[src/rtl/core/assert_macros.svh]
// Assertion macros shared by the timer queue RTL.
`ifndef ASSERT_MACROS_SVH
`define ASSERT_MACROS_SVH
`ifndef SYNTH
`define ASSERT_IMP(lbl, clk, rst_n, ante, cons) \
    lbl: assert property (@(posedge clk) disable iff (!rst_n) (ante) |-> (cons)) \
        else $error("assertion failed");
`define ASSERT_NXT(lbl, clk, rst_n, ante, cons) \
    lbl: assert property (@(posedge clk) disable iff (!rst_n) (ante) |=> (cons)) \
        else $error("assertion failed");
`else
`define ASSERT_IMP(lbl, clk, rst_n, ante, cons)
`define ASSERT_NXT(lbl, clk, rst_n, ante, cons)
`endif
`endif

[src/rtl/core/dctq_pkg.sv]
// Types, constants and helpers for the deadline callout timer queue.
`timescale 1ns / 1ps
package dctq_pkg;

    localparam int SLOTS      = 16;
    localparam int SLOT_W     = 4;
    localparam int BUCKETS    = 8;
    localparam int FIRE_LIMIT = 63;
    localparam int FIRE_W     = 6;

    localparam logic [15:0] MIN_RESET = 16'd50;
    localparam logic [31:0] MAX_RESET = 32'd50000000;

    localparam logic [2:0] OP_SCHED  = 3'd0;
    localparam logic [2:0] OP_CANCEL = 3'd1;
    localparam logic [2:0] OP_TIME   = 3'd2;
    localparam logic [2:0] OP_HIST   = 3'd3;
    localparam logic [2:0] OP_QUERY  = 3'd4;

    localparam logic [1:0] KIND_FIRED = 2'd0;
    localparam logic [1:0] KIND_DELAY = 2'd1;
    localparam logic [1:0] KIND_HIST  = 2'd2;
    localparam logic [1:0] KIND_SLOT  = 2'd3;

    localparam logic CFG_MIN = 1'b0;
    localparam logic CFG_MAX = 1'b1;

    localparam logic [9:0] LAT_EDGE [BUCKETS] =
        '{10'd1, 10'd2, 10'd5, 10'd10, 10'd20, 10'd50, 10'd100, 10'd1000};

    typedef struct packed {
        logic [2:0]  op;
        logic [3:0]  slot;
        logic [3:0]  bucket;
        logic [63:0] time_value;
        logic        relative;
        logic [31:0] period;
        logic [63:0] now;
    } req_t;

    typedef struct packed {
        logic [1:0]  kind;
        logic [3:0]  fired_slot;
        logic [31:0] value;
        logic        last;
    } rsp_t;

    typedef enum logic [4:0] {
        ST_IDLE, ST_CANCEL, ST_QUERY, ST_BKT_RD, ST_BKT_EMIT,
        ST_SCH_PREP, ST_SCH_SCAN, ST_SCH_ENTER,
        ST_HIST_RD, ST_HIST_WR, ST_FIND, ST_FIND_CHK, ST_FIRE,
        ST_RP_DIFF, ST_RP_EMIT, ST_RP_BASE
    } state_t;

    typedef struct packed {
        logic accept;
        logic cancel;
        logic query;
        logic bkt_read;
        logic bkt_emit;
        logic sch_prep;
        logic sch_scan;
        logic sch_enter;
        logic lat_bin;
        logic hist_inc;
        logic find_scan;
        logic fire;
        logic rp_diff;
        logic rp_emit;
        logic rp_base;
    } cmd_t;

    typedef struct packed {
        logic scan_last;
        logic first;
        logic fire_ok;
    } sts_t;

    function automatic logic [3:0] lat_bucket(input logic [15:0] lat);
        logic [3:0] b;
        logic       hit;
        b   = 4'(BUCKETS);
        hit = 1'b0;
        for (int i = 0; i < BUCKETS; i++) begin
            if (!hit && lat <= {6'd0, LAT_EDGE[i]}) begin
                b   = 4'(i);
                hit = 1'b1;
            end
        end
        return b;
    endfunction

endpackage

[src/rtl/core/dctq_ctrl.sv]
// Sequencer for the timer queue operations.
`timescale 1ns / 1ps
`include "assert_macros.svh"
module dctq_ctrl (
    input  logic               clk,
    input  logic               rst_n,
    input  logic               start,
    input  logic [2:0]         op,
    input  dctq_pkg::sts_t     sts,
    output dctq_pkg::cmd_t     cmd,
    output logic               busy
);
    import dctq_pkg::*;

    state_t state_reg, state_next;

    always_ff @(posedge clk or negedge rst_n)
    begin
        if (!rst_n)
            state_reg <= ST_IDLE;
        else
            state_reg <= state_next;
    end

    always_comb
    begin
        state_next = state_reg;
        case (state_reg)
            ST_IDLE:
            begin
                if (start)
                begin
                    case (op)
                        OP_SCHED:  state_next = ST_SCH_PREP;
                        OP_CANCEL: state_next = ST_CANCEL;
                        OP_TIME:   state_next = ST_HIST_RD;
                        OP_HIST:   state_next = ST_BKT_RD;
                        OP_QUERY:  state_next = ST_QUERY;
                        default:   state_next = ST_IDLE;
                    endcase
                end
            end
            ST_CANCEL:    state_next = ST_IDLE;
            ST_QUERY:     state_next = ST_IDLE;
            ST_BKT_RD:    state_next = ST_BKT_EMIT;
            ST_BKT_EMIT:  state_next = ST_IDLE;
            ST_SCH_PREP:  state_next = ST_SCH_SCAN;
            ST_SCH_SCAN:  state_next = sts.scan_last ? ST_SCH_ENTER : ST_SCH_SCAN;
            ST_SCH_ENTER: state_next = sts.first ? ST_RP_DIFF : ST_IDLE;
            ST_HIST_RD:   state_next = ST_HIST_WR;
            ST_HIST_WR:   state_next = ST_FIND;
            ST_FIND:      state_next = sts.scan_last ? ST_FIND_CHK : ST_FIND;
            ST_FIND_CHK:  state_next = sts.fire_ok ? ST_FIRE : ST_RP_DIFF;
            ST_FIRE:      state_next = ST_FIND;
            ST_RP_DIFF:   state_next = ST_RP_EMIT;
            ST_RP_EMIT:   state_next = ST_RP_BASE;
            ST_RP_BASE:   state_next = ST_IDLE;
            default:      state_next = ST_IDLE;
        endcase
    end

    always_comb
    begin
        cmd           = '0;
        cmd.accept    = (state_reg == ST_IDLE) && start;
        cmd.cancel    = (state_reg == ST_CANCEL);
        cmd.query     = (state_reg == ST_QUERY);
        cmd.bkt_read  = (state_reg == ST_BKT_RD);
        cmd.bkt_emit  = (state_reg == ST_BKT_EMIT);
        cmd.sch_prep  = (state_reg == ST_SCH_PREP);
        cmd.sch_scan  = (state_reg == ST_SCH_SCAN);
        cmd.sch_enter = (state_reg == ST_SCH_ENTER);
        cmd.lat_bin   = (state_reg == ST_HIST_RD);
        cmd.hist_inc  = (state_reg == ST_HIST_WR);
        cmd.find_scan = (state_reg == ST_FIND);
        cmd.fire      = (state_reg == ST_FIRE);
        cmd.rp_diff   = (state_reg == ST_RP_DIFF);
        cmd.rp_emit   = (state_reg == ST_RP_EMIT);
        cmd.rp_base   = (state_reg == ST_RP_BASE);
        busy          = (state_reg != ST_IDLE);
    end

    `ASSERT_NXT(a_base_then_idle, clk, rst_n, state_reg == ST_RP_BASE, state_reg == ST_IDLE)
    `ASSERT_NXT(a_fire_rescans, clk, rst_n, state_reg == ST_FIRE, state_reg == ST_FIND)
    `ASSERT_IMP(a_busy_blocks, clk, rst_n, busy, !cmd.accept)
endmodule

[src/rtl/core/dctq_dp.sv]
// Entry store, scan unit, histogram memory and result register.
`timescale 1ns / 1ps
`include "assert_macros.svh"
module dctq_dp (
    input  logic             clk,
    input  logic             rst_n,
    input  dctq_pkg::req_t   req,
    input  dctq_pkg::cmd_t   cmd,
    output dctq_pkg::sts_t   sts,
    input  logic             cfg_we,
    input  logic             cfg_index,
    input  logic [31:0]      cfg_data,
    output logic             rsp_valid,
    output dctq_pkg::rsp_t   rsp
);
    import dctq_pkg::*;

    logic [63:0]       dl_mem  [SLOTS];
    logic [31:0]       per_mem [SLOTS];
    logic [31:0]       ord_mem [SLOTS];
    logic [SLOTS-1:0]  pend_reg;
    logic [31:0]       order_cnt_reg;
    logic [63:0]       baseline_reg;
    logic [15:0]       min_reg;
    logic [31:0]       max_reg;
    req_t              req_reg;

    logic [SLOT_W-1:0] idx_reg;
    logic [63:0]       sdl_reg;
    logic              first_reg;
    logic              best_found_reg;
    logic [SLOT_W-1:0] best_idx_reg;
    logic [63:0]       best_dl_reg;
    logic [31:0]       best_per_reg;
    logic [31:0]       best_ord_reg;
    logic [FIRE_W-1:0] fire_cnt_reg;
    logic [63:0]       diff_reg;
    logic              le_reg;
    logic [31:0]       delay_reg;

    logic [31:0]       hist_mem [BUCKETS+1];
    logic [BUCKETS:0]  hist_vld_reg;
    logic [31:0]       hist_rd_reg;
    logic              hist_ok_reg;
    logic [3:0]        hb_reg;

    logic              rsp_valid_reg;
    rsp_t              rsp_reg;
    rsp_t              rsp_next;

    logic [63:0] ent_dl;
    logic [31:0] ent_ord;
    logic [31:0] od;
    logic        better;
    logic        scan_last;
    logic [64:0] nd_sum;
    logic [63:0] nd;
    logic [3:0]  bin;
    logic [3:0]  hrd_addr;
    logic [31:0] delay;

    assign ent_dl    = dl_mem[idx_reg];
    assign ent_ord   = ord_mem[idx_reg];
    assign od        = ent_ord - best_ord_reg;
    assign better    = pend_reg[idx_reg] && (!best_found_reg || ent_dl < best_dl_reg
                       || (ent_dl == best_dl_reg && od != 32'd0 && od[31]));
    assign scan_last = (idx_reg == SLOT_W'(SLOTS - 1));
    assign nd_sum    = {1'b0, best_dl_reg} + {33'd0, best_per_reg};
    assign nd        = nd_sum[64] ? {64{1'b1}} : nd_sum[63:0];
    assign bin       = lat_bucket(req_reg.now[15:0] - baseline_reg[15:0]);
    assign hrd_addr  = cmd.lat_bin ? bin :
                       ((req_reg.bucket > 4'(BUCKETS)) ? 4'd0 : req_reg.bucket);

    always_comb
    begin
        if (!best_found_reg)
            delay = max_reg;
        else if (le_reg || diff_reg <= {48'd0, min_reg})
            delay = {16'd0, min_reg};
        else if (diff_reg < {32'd0, max_reg})
            delay = diff_reg[31:0];
        else
            delay = max_reg;
    end

    assign sts.scan_last = scan_last;
    assign sts.first     = first_reg;
    assign sts.fire_ok   = best_found_reg && (best_dl_reg <= req_reg.now)
                           && (fire_cnt_reg != FIRE_W'(FIRE_LIMIT));

    always_comb
    begin
        rsp_next = '0;
        if (cmd.query)
        begin
            rsp_next.kind       = KIND_SLOT;
            rsp_next.fired_slot = req_reg.slot;
            rsp_next.value      = {31'd0, pend_reg[req_reg.slot]};
            rsp_next.last       = 1'b1;
        end
        if (cmd.bkt_emit)
        begin
            rsp_next.kind  = KIND_HIST;
            rsp_next.value = hist_ok_reg ? hist_rd_reg : 32'd0;
            rsp_next.last  = 1'b1;
        end
        if (cmd.fire)
        begin
            rsp_next.kind       = KIND_FIRED;
            rsp_next.fired_slot = best_idx_reg;
        end
        if (cmd.rp_emit)
        begin
            rsp_next.kind  = KIND_DELAY;
            rsp_next.value = delay;
            rsp_next.last  = 1'b1;
        end
    end

    // payload
    always_ff @(posedge clk)
    begin
        if (cmd.accept)
            req_reg <= req;
        if (cmd.sch_prep)
        begin
            per_mem[req_reg.slot] <= req_reg.period;
            sdl_reg <= req_reg.relative ? req_reg.now + req_reg.time_value
                                        : req_reg.time_value;
        end
        if (cmd.sch_enter)
        begin
            dl_mem[req_reg.slot]  <= sdl_reg;
            ord_mem[req_reg.slot] <= order_cnt_reg;
            best_dl_reg           <= sdl_reg;
        end
        if (cmd.find_scan && better)
        begin
            best_idx_reg <= idx_reg;
            best_dl_reg  <= ent_dl;
            best_per_reg <= per_mem[idx_reg];
            best_ord_reg <= ent_ord;
        end
        if (cmd.fire && best_per_reg != 32'd0)
        begin
            dl_mem[best_idx_reg]  <= nd;
            ord_mem[best_idx_reg] <= order_cnt_reg;
        end
        if (cmd.rp_diff)
        begin
            diff_reg <= best_dl_reg - req_reg.now;
            le_reg   <= best_dl_reg <= req_reg.now;
        end
        if (cmd.rp_emit)
            delay_reg <= delay;
        if (cmd.lat_bin)
            hb_reg <= bin;
        if (cmd.lat_bin || cmd.bkt_read)
            hist_rd_reg <= hist_mem[hrd_addr];
        if (cmd.hist_inc)
            hist_mem[hb_reg] <= hist_ok_reg ? hist_rd_reg + 32'd1 : 32'd1;
        rsp_reg <= rsp_next;
    end

    // control
    always_ff @(posedge clk or negedge rst_n)
    begin
        if (!rst_n)
        begin
            pend_reg       <= '0;
            order_cnt_reg  <= '0;
            baseline_reg   <= '0;
            min_reg        <= MIN_RESET;
            max_reg        <= MAX_RESET;
            idx_reg        <= '0;
            first_reg      <= 1'b0;
            best_found_reg <= 1'b0;
            fire_cnt_reg   <= '0;
            hist_vld_reg   <= '0;
            hist_ok_reg    <= 1'b0;
            rsp_valid_reg  <= 1'b0;
        end
        else
        begin
            rsp_valid_reg <= cmd.query || cmd.bkt_emit || cmd.fire || cmd.rp_emit;
            if (cfg_we)
            begin
                if (cfg_index == CFG_MIN)
                    min_reg <= cfg_data[15:0];
                else
                    max_reg <= cfg_data;
            end
            if (cmd.cancel)
                pend_reg[req_reg.slot] <= 1'b0;
            if (cmd.sch_prep)
            begin
                pend_reg[req_reg.slot] <= 1'b0;
                first_reg <= 1'b1;
                idx_reg   <= '0;
            end
            if (cmd.sch_scan)
            begin
                if (pend_reg[idx_reg] && !(sdl_reg < ent_dl))
                    first_reg <= 1'b0;
                idx_reg <= scan_last ? '0 : idx_reg + 1'b1;
            end
            if (cmd.sch_enter)
            begin
                pend_reg[req_reg.slot] <= 1'b1;
                order_cnt_reg  <= order_cnt_reg + 32'd1;
                best_found_reg <= 1'b1;
            end
            if (cmd.lat_bin || cmd.bkt_read)
                hist_ok_reg <= hist_vld_reg[hrd_addr]
                               && (cmd.lat_bin || req_reg.bucket <= 4'(BUCKETS));
            if (cmd.hist_inc)
            begin
                hist_vld_reg[hb_reg] <= 1'b1;
                fire_cnt_reg   <= '0;
                best_found_reg <= 1'b0;
                idx_reg        <= '0;
            end
            if (cmd.find_scan)
            begin
                if (better)
                    best_found_reg <= 1'b1;
                idx_reg <= scan_last ? '0 : idx_reg + 1'b1;
            end
            if (cmd.fire)
            begin
                fire_cnt_reg   <= fire_cnt_reg + 1'b1;
                best_found_reg <= 1'b0;
                if (best_per_reg != 32'd0)
                    order_cnt_reg <= order_cnt_reg + 32'd1;
                else
                    pend_reg[best_idx_reg] <= 1'b0;
            end
            if (cmd.rp_base)
                baseline_reg <= req_reg.now + {32'd0, delay_reg};
        end
    end

    assign rsp_valid = rsp_valid_reg;
    assign rsp       = rsp_reg;

    `ASSERT_IMP(a_fire_pending, clk, rst_n, cmd.fire, pend_reg[best_idx_reg] && best_found_reg)
    `ASSERT_IMP(a_fired_not_last, clk, rst_n, rsp_valid && rsp.kind == KIND_FIRED, !rsp.last)
    `ASSERT_IMP(a_fire_limit, clk, rst_n, cmd.fire, fire_cnt_reg != FIRE_W'(FIRE_LIMIT))
endmodule

[src/rtl/core/deadline_callout_timer_queue.sv]
// Top level of the deadline callout timer queue.
// channel | signals                          | beat taken when
// input   | start, busy, req                 | start && !busy
// result  | rsp_valid, rsp                   | rsp_valid (one cycle, no stall)
// config  | cfg_we, cfg_index, cfg_data      | cfg_we
// A schedule scans all 16 entries and ends in a delay report when the entry becomes
// the head. A time event bins its latency, fires due heads and reports the next delay:
// each head search walks all 16 entries through the single entry read port.
// Reset clears pending flags and histogram valid bits, and presets min and max delay.
// Results leave from a register in the cycle after they are formed.
`timescale 1ns / 1ps
module deadline_callout_timer_queue (
    input  logic             clk,
    input  logic             rst_n,
    input  logic             start,
    output logic             busy,
    input  dctq_pkg::req_t   req,
    output logic             rsp_valid,
    output dctq_pkg::rsp_t   rsp,
    input  logic             cfg_we,
    input  logic             cfg_index,
    input  logic [31:0]      cfg_data
);
    import dctq_pkg::*;

    cmd_t cmd;
    sts_t sts;

    dctq_ctrl u_ctrl (
        .clk   (clk),
        .rst_n (rst_n),
        .start (start),
        .op    (req.op),
        .sts   (sts),
        .cmd   (cmd),
        .busy  (busy)
    );

    dctq_dp u_dp (
        .clk       (clk),
        .rst_n     (rst_n),
        .req       (req),
        .cmd       (cmd),
        .sts       (sts),
        .cfg_we    (cfg_we),
        .cfg_index (cfg_index),
        .cfg_data  (cfg_data),
        .rsp_valid (rsp_valid),
        .rsp       (rsp)
    );
endmodule
[config.mk]
export PLATFORM = sky130hd
export DESIGN_NAME = deadline_callout_timer_queue
export DESIGN_NICKNAME = d
export VERILOG_FILES = /design/src/rtl/core/dctq_pkg.sv /design/src/rtl/core/dctq_ctrl.sv /design/src/rtl/core/dctq_dp.sv /design/src/rtl/core/deadline_callout_timer_queue.sv
export VERILOG_INCLUDE_DIRS = /design/src /design/src/rtl/core
export SDC_FILE = /design/constraint.sdc
export NUM_CORES = 2
export LEC_CHECK = 0
export ABC_AREA = 1
export ABC_CLOCK_PERIOD_IN_PS = 9300
export BUFFER_PORTS_ARGS = -buffer_cell sky130_fd_sc_hd__buf_2
export CAP_MARGIN = 20
export CORE_MARGIN = 2
export CORE_UTILIZATION = 35
export DETAILED_ROUTE_END_ITERATION = 16
export HOLD_SLACK_MARGIN = 0.03
export SYNTH_ARGS = -nofsm -noshare
export SYNTH_HDL_FRONTEND = slang
export SYNTH_SLANG_ARGS = --single-unit
[constraint.sdc]
create_clock -name clk -period 9.3 [get_ports clk]
set_clock_uncertainty 0.15 [all_clocks]
set_input_delay 0.93 -clock clk [delete_from_list [all_inputs] [get_ports clk]]
set_output_delay 0.93 -clock clk [all_outputs]
set_load 0.01 [all_outputs]
-- Yosys cells after proc, flatten, opt, wreduce, memory -nomap -nowiden
Memories as Yosys holds them, arrays and structs flattened. A register that Yosys moved wholly into a read port is not among the register bits.
Index checks and enable logic that the tools add are counted.
- input port bits: 209
- memories: 4
- memory bits (writable): 2336
- flip-flop bits (word level): 597
- logic and storage cells: 239
- bitwise operators: 8
- equality and inequality tests: 23
- order comparisons: 23
- reductions and logical operators: 52
- add/sub/neg operators: 10
- multiplexer cells: 87
- memories (memory ; words ; bits a word ; read ports ; clocked after memory_dff ; wr ports ; line ; RTL):
    u_dp.dl_mem ; 16 ; 64 ; 1 ; 0 ; 1 ; dctq_dp.sv:18 ; logic [63:0] dl_mem [SLOTS];
    u_dp.ord_mem ; 16 ; 32 ; 1 ; 0 ; 1 ; dctq_dp.sv:20 ; logic [31:0] ord_mem [SLOTS];
    u_dp.per_mem ; 16 ; 32 ; 1 ; 1 ; 1 ; dctq_dp.sv:19 ; logic [31:0] per_mem [SLOTS];
    u_dp.hist_mem ; 9 ; 32 ; 1 ; 1 ; 1 ; dctq_dp.sv:41 ; logic [31:0] hist_mem [BUCKETS+1];
- operators with widths (cell ; number):
    $mux W64 ; 5
    $mux W32 ; 9
    $lt A64 B64 Y1 ; 2
    $mux W16 ; 5
    $mux W4 ; 18
    $mux W33 ; 2
    $add A64 B32 Y65 ; 1
    $add A32 B1 Y32 const B ; 2
    $add A64 B64 Y64 ; 1
    $eq A64 B64 Y1 ; 1
    $le A64 B16 Y1 ; 1
    $le A64 B64 Y1 ; 1
    $lt A64 B32 Y1 ; 1
    $reduce_bool A32 Y1 ; 2
    $reduce_or A64 Y1 ; 1
    $sub A64 B64 Y64 ; 1
    $pmux W5 S11 ; 1
    $and A16 B16 Y16 ; 3
    $eq A5 B4 Y1 const B ; 8
    $mux W39 ; 1
    $mux W1 ; 34
    $not A16 Y16 ; 2
    $reduce_or A32 Y1 ; 1
    $sub A32 B32 Y32 ; 1
    44 further kinds ; 99

-- Longest topological paths before layout
- depth in word-level cells: 28
- gate-level depth with buffers: 29
- depth with buffers taken out: 28

-- Hierarchy
From an unflattened synthesis, not the netlist that was laid out.
- cells, all modules: 14210
- area, all modules: 144488.6 µm²
- modules (own cells, without submodules) (module ; area each (µm²) ; sequential area each (µm²) ; cells an instance ; times used):
    dctq_dp ; 144053.2 ; 88798.9 ; 14124 ; 1
    dctq_ctrl ; 435.4 ; 100.1 ; 86 ; 1

-- Worst setup path after synthesis
No wires, ideal clock.
- path kind: input -> register
- start point: in start
- end point: reg u_dp.req_reg[0] (netlist name), enable pin
- data required time: 8.449 ns
- data arrival time: 7.917 ns
- path buffers: 0
- slack: 0.532 ns
- setup time: 0.701 ns
- stages on the path: 2
- cell sequence: inv_1 -> nor2_1
- RTL lines (item ; line ; RTL):
    from (decl) ; deadline_callout_timer_queue.sv:15 ; input logic start,
    to (signal assigned) ; dctq_dp.sv:124 ; req_reg <= req;
    to (decl) ; dctq_dp.sv:26 ; req_t req_reg;

-- Final worst setup path
- start point: reg u_dp.idx_reg[2]
- end point: reg u_dp.best_ord_reg[15], enable pin
- longest elaborated chain between the ends: 8
- RTL lines (item ; line ; RTL):
    from (decl) ; dctq_dp.sv:28 ; logic [SLOT_W-1:0] idx_reg;
    from (signal assigned) ; dctq_dp.sv:205 ; idx_reg <= scan_last ? '0 : idx_reg + 1'b1;
    from (signal assigned) ; dctq_dp.sv:227 ; idx_reg <= scan_last ? '0 : idx_reg + 1'b1;
    $mem_v2 Z16 W32 ; -- ;
    $sub A32 B32 Y32 ; dctq_dp.sv:64 ; assign od = ent_ord - best_ord_reg;
    $reduce_bool A32 Y1 ; dctq_dp.sv:66 ; || (ent_dl == best_dl_reg && od != 32'd0 && od[31]));
    $logic_and A1 B1 Y1 (2 in series) ; dctq_dp.sv:66 ;
    $logic_or A1 B1 Y1 ; dctq_dp.sv:66 ;
    $logic_and A1 B1 Y1 (*) ; dctq_dp.sv:65 ; assign better = pend_reg[idx_reg] && (!best_found_reg || ent_dl < best_dl_reg
    $logic_and A1 B1 Y1 (*) ; dctq_dp.sv:137 ; if (cmd.find_scan && better)
    to (signal assigned) ; dctq_dp.sv:142 ; best_ord_reg <= ent_ord;
    to (decl) ; dctq_dp.sv:35 ; logic [31:0] best_ord_reg;
Mark *: on every way between the ends. The rest lies on a longest branch, timed or not. The select of a mux whose other input is x is not followed.
A chain may end at the register's enable or synchronous reset.

==> metrics.cfg <==
[floorplan]
fp.dieW_um=623.0
dieHeight_um=623.0
start_util=0.3511
core_area_um2=382000
rows=227
design.die.area_um2=388100
ios=250

[final_layout]
drive_gt1_frac=0.08789
regMostFlops=u_dp.dl_mem
largest_register_ffs=1024
layout_commonest_cell=edfxtp_1
nets=12778
layout_common_cells=edfxtp_1 (2818), nand2_1 (2107), o21ai_0 (1072), nor2_1 (962), inv_1 (915)
area_delta_synth_final_pct=14.19
top_regs=u_dp.dl_mem (1024), u_dp.ord_mem (512), u_dp.per_mem (512)

[setup_path]
path_max_fanout=68
critPathKind=register to register
cpMaxStageDelayCell=dfrtp_4
r2r-start=u_dp.idx_reg[2]
crit_chain=inv_6 > nor2_4 > inv_8 > buf_4 > a21oi_1 > a221oi_1 > o21ai_0 > nand2_1 > ha_1 > a21oi_1 > nor2_1 > a211oi_1 > o221ai_1 > nand2_1 > o2111ai_1 > a21oi_1 > o21ai_0 > nand2_1 > o21bai_1 > nand2_4 > inv_4
cp_top_family=buffers and inverters
worstPathArrival_ns=7.34
critPathLaunch=u_dp.idx_reg[2]
cp.required_ns=9.67
cp-start-kind=register
cpPeakStageDelay_ns=0.78
endpoint_kind=register
cp_num_buf_inv=4

[pwr]
power.switching_uw=14500
power_leakage_uw=0.05525
combPwrFrac=0.283
seqPwrFrac=0.405
p_int_uw=26340
p_clk_frac=0.312
power_uw=40830
ir_worst_vdd_mv=0.2201
switching_share=0.3550
power.density_nw_per_um2=266.7

[placement]
dp_hpwl_um=257100
place_congestion=0.9815
io_buffers=249

[logic_synthesis]
synth_seq_cells=2996
async_flop_share=0.04640
ys.warnings.count=0
synth_ff_type=edfxtp_1
syn_nets=12461
postSynthCellCount=11849
ys_seq_area_frac=0.6629
avgSynthCellArea_um2=11.32
synth-edff-count=2818
syn_area_um2=134100
yosysUniqueCellTypes=73

[route]
vias_per_cell=5.393
drc=0
drt_wl_total_um=419100
vias=94216
avgRoutedWirePerCell_um=23.99
drt_iter0_markers=10712
drt-pass1-iter-count=6
postRouteAntennaNets=0

[global_route]
overflow=0
grtUsageTotal=0.2091
grt_pass1_wl_um=608300
grt_pass1_vias=89039
grt_start_max_net_pins=205
antenna_found_initial=25

[clocking]
clkLatencyLatePin_ns=0.93
cts.sinks=2996
cts_root_buffer=clkbuf_16
clk_path_buf_depth=4
postCtsSetupRepairBufs=0
cts_buffers=320
cts_tree=done
htreeDepth=5
clk_pin_slew_ns=0.06

[outcome]
status=complete, no violations

[timing]
finalSetupViolations=0
maxSlewViolCount=0
hold_violations=0
min_period_over_period=0.7493
max_freq_ghz=0.1435
fin_crit_ns=6.968
tightest_slew_ns=1.152
rsz0062_at_grt=false
slew_headroom=0.2303
tns_ns=0

[min_path]
min_from=cfg_data[22]
hp-class=input pin to register

[flow_run]
drv_cap=0

[final cells by class]
| class | count | area (um2) |
|---|---|---|
| flip-flops and latches | 2996 | 88910 |
| fillers | 35977 | 228900 |
| multi-input cells | 7376 | 39940 |
| clock buffers | 385 | 8398 |
| well taps | 5038 | 6304 |
| diodes | 8 | 20.02 |
| inverters | 937 | 3560 |
| repair buffers | 535 | 4034 |
| clock inverters | 195 | 1972 |
[through the flow]
stage	util	instances	cell area, um2	hold slack (ns)	setup WS, ns
floorplan	-	11849	134100	0.2774	0.5320
global placement	0.3699	16741	141300	0.2880	2.442
detailed placement	0.3700	16743	141400	0.2985	2.358
CTS	0.4006	17455	153000	0.03278	2.340
global route	0.4008	17465	153100	0.05512	1.979
finish	0.4009	17470	153100	0.09666	2.332
[power by group through the flow]
stage / Sequential (uW) / Clock (uW) / Combinational (uW)
after floorplan: 16400 / 0 / 7450
after global placement: 16800 / 0 / 11300
after detailed placement: 16800 / 0 / 11400
after CTS: 16500 / 12900 / 11500
after global routing: 16500 / 13500 / 12700
final: 16500 / 12700 / 11600
[worst paths after layout]
check / end / slack [ns] / cells past startpoint
hold reg to reg: u_dp.hist_vld_reg[0] / 0.31 / 2
hold / removal: u_dp.max_reg[22] / 0.1 / 3
max in group asynchronous: u_dp.idx_reg[1] / 6.70 / 4
setup / recovery: u_dp.best_ord_reg[15] / 2.33 / 21
setup reg to reg: u_dp.best_ord_reg[15] / 2.33 / 21
min in group asynchronous: u_dp.max_reg[29] / 0.38 / 2
[logic make-up after synthesis]
logic type	share of synthesized area
AO/OA/AOI/OAI	0.1148
AND/OR/NAND/NOR	0.1306
XOR/XNOR	0.01142
adder cells (fa/ha/maj)	0.03788
multiplexers	0.0001493
buffers and inverters	0.04221
flip-flops	0.6629
[timing repair]
action,in CTS,in global routing
hold buffers,132,0
resized for setup,0,0
endpoints found under the hold margin,173,0
[synthesized netlist by cell type, drive strengths merged, types with 4 or more instances]
library cell     n  area (um2)
a211oi          15       112.6
a21boi          27       202.7
a21o            24       180.2
a21oi          734        3677
a221oi         144        1261
a22oi           10       75.07
a31oi           68       425.4
and2             4       25.02
and3             4       25.02
buf             88       445.4
clkbuf         452        1698
dfrtp          124        3103
dfstp           15       394.1
dfxtp           39       780.8
edfxtp        2818       84620
fa               5       100.1
ha             398        4980
inv            934        3506
nand2         2128        8043
nand3          538        2703
nand3b          10       75.07
nand4          187        1176
nor2          1017        3860
nor3            90       475.5
nor4            54       350.3
o2111ai          8       70.07
o211ai         155        1204
o21a            27       202.7
o21ai         1103        5539
o21bai           9       67.56
o221ai         130        1139
o22ai          160        1001
o311ai           4       35.03
o31ai            8       60.06
o41ai            6       52.55
or2            118       738.2
xnor2           58       515.5
xor2           116        1016
[metal layers]
layer  wire, um  GRT usage
met2     193000     0.3365
met1     179000     0.2883
met3      31420    0.03035
met4      15690    0.07360
met5         69          0
[tightest hold or removal path, delay by kind of cell]
family	cells	cell delay [ns]
compound gates	1	0.05
buf+inv	1	0.10
simple gates	1	0.10
Power figures use the tool's default switching activity.
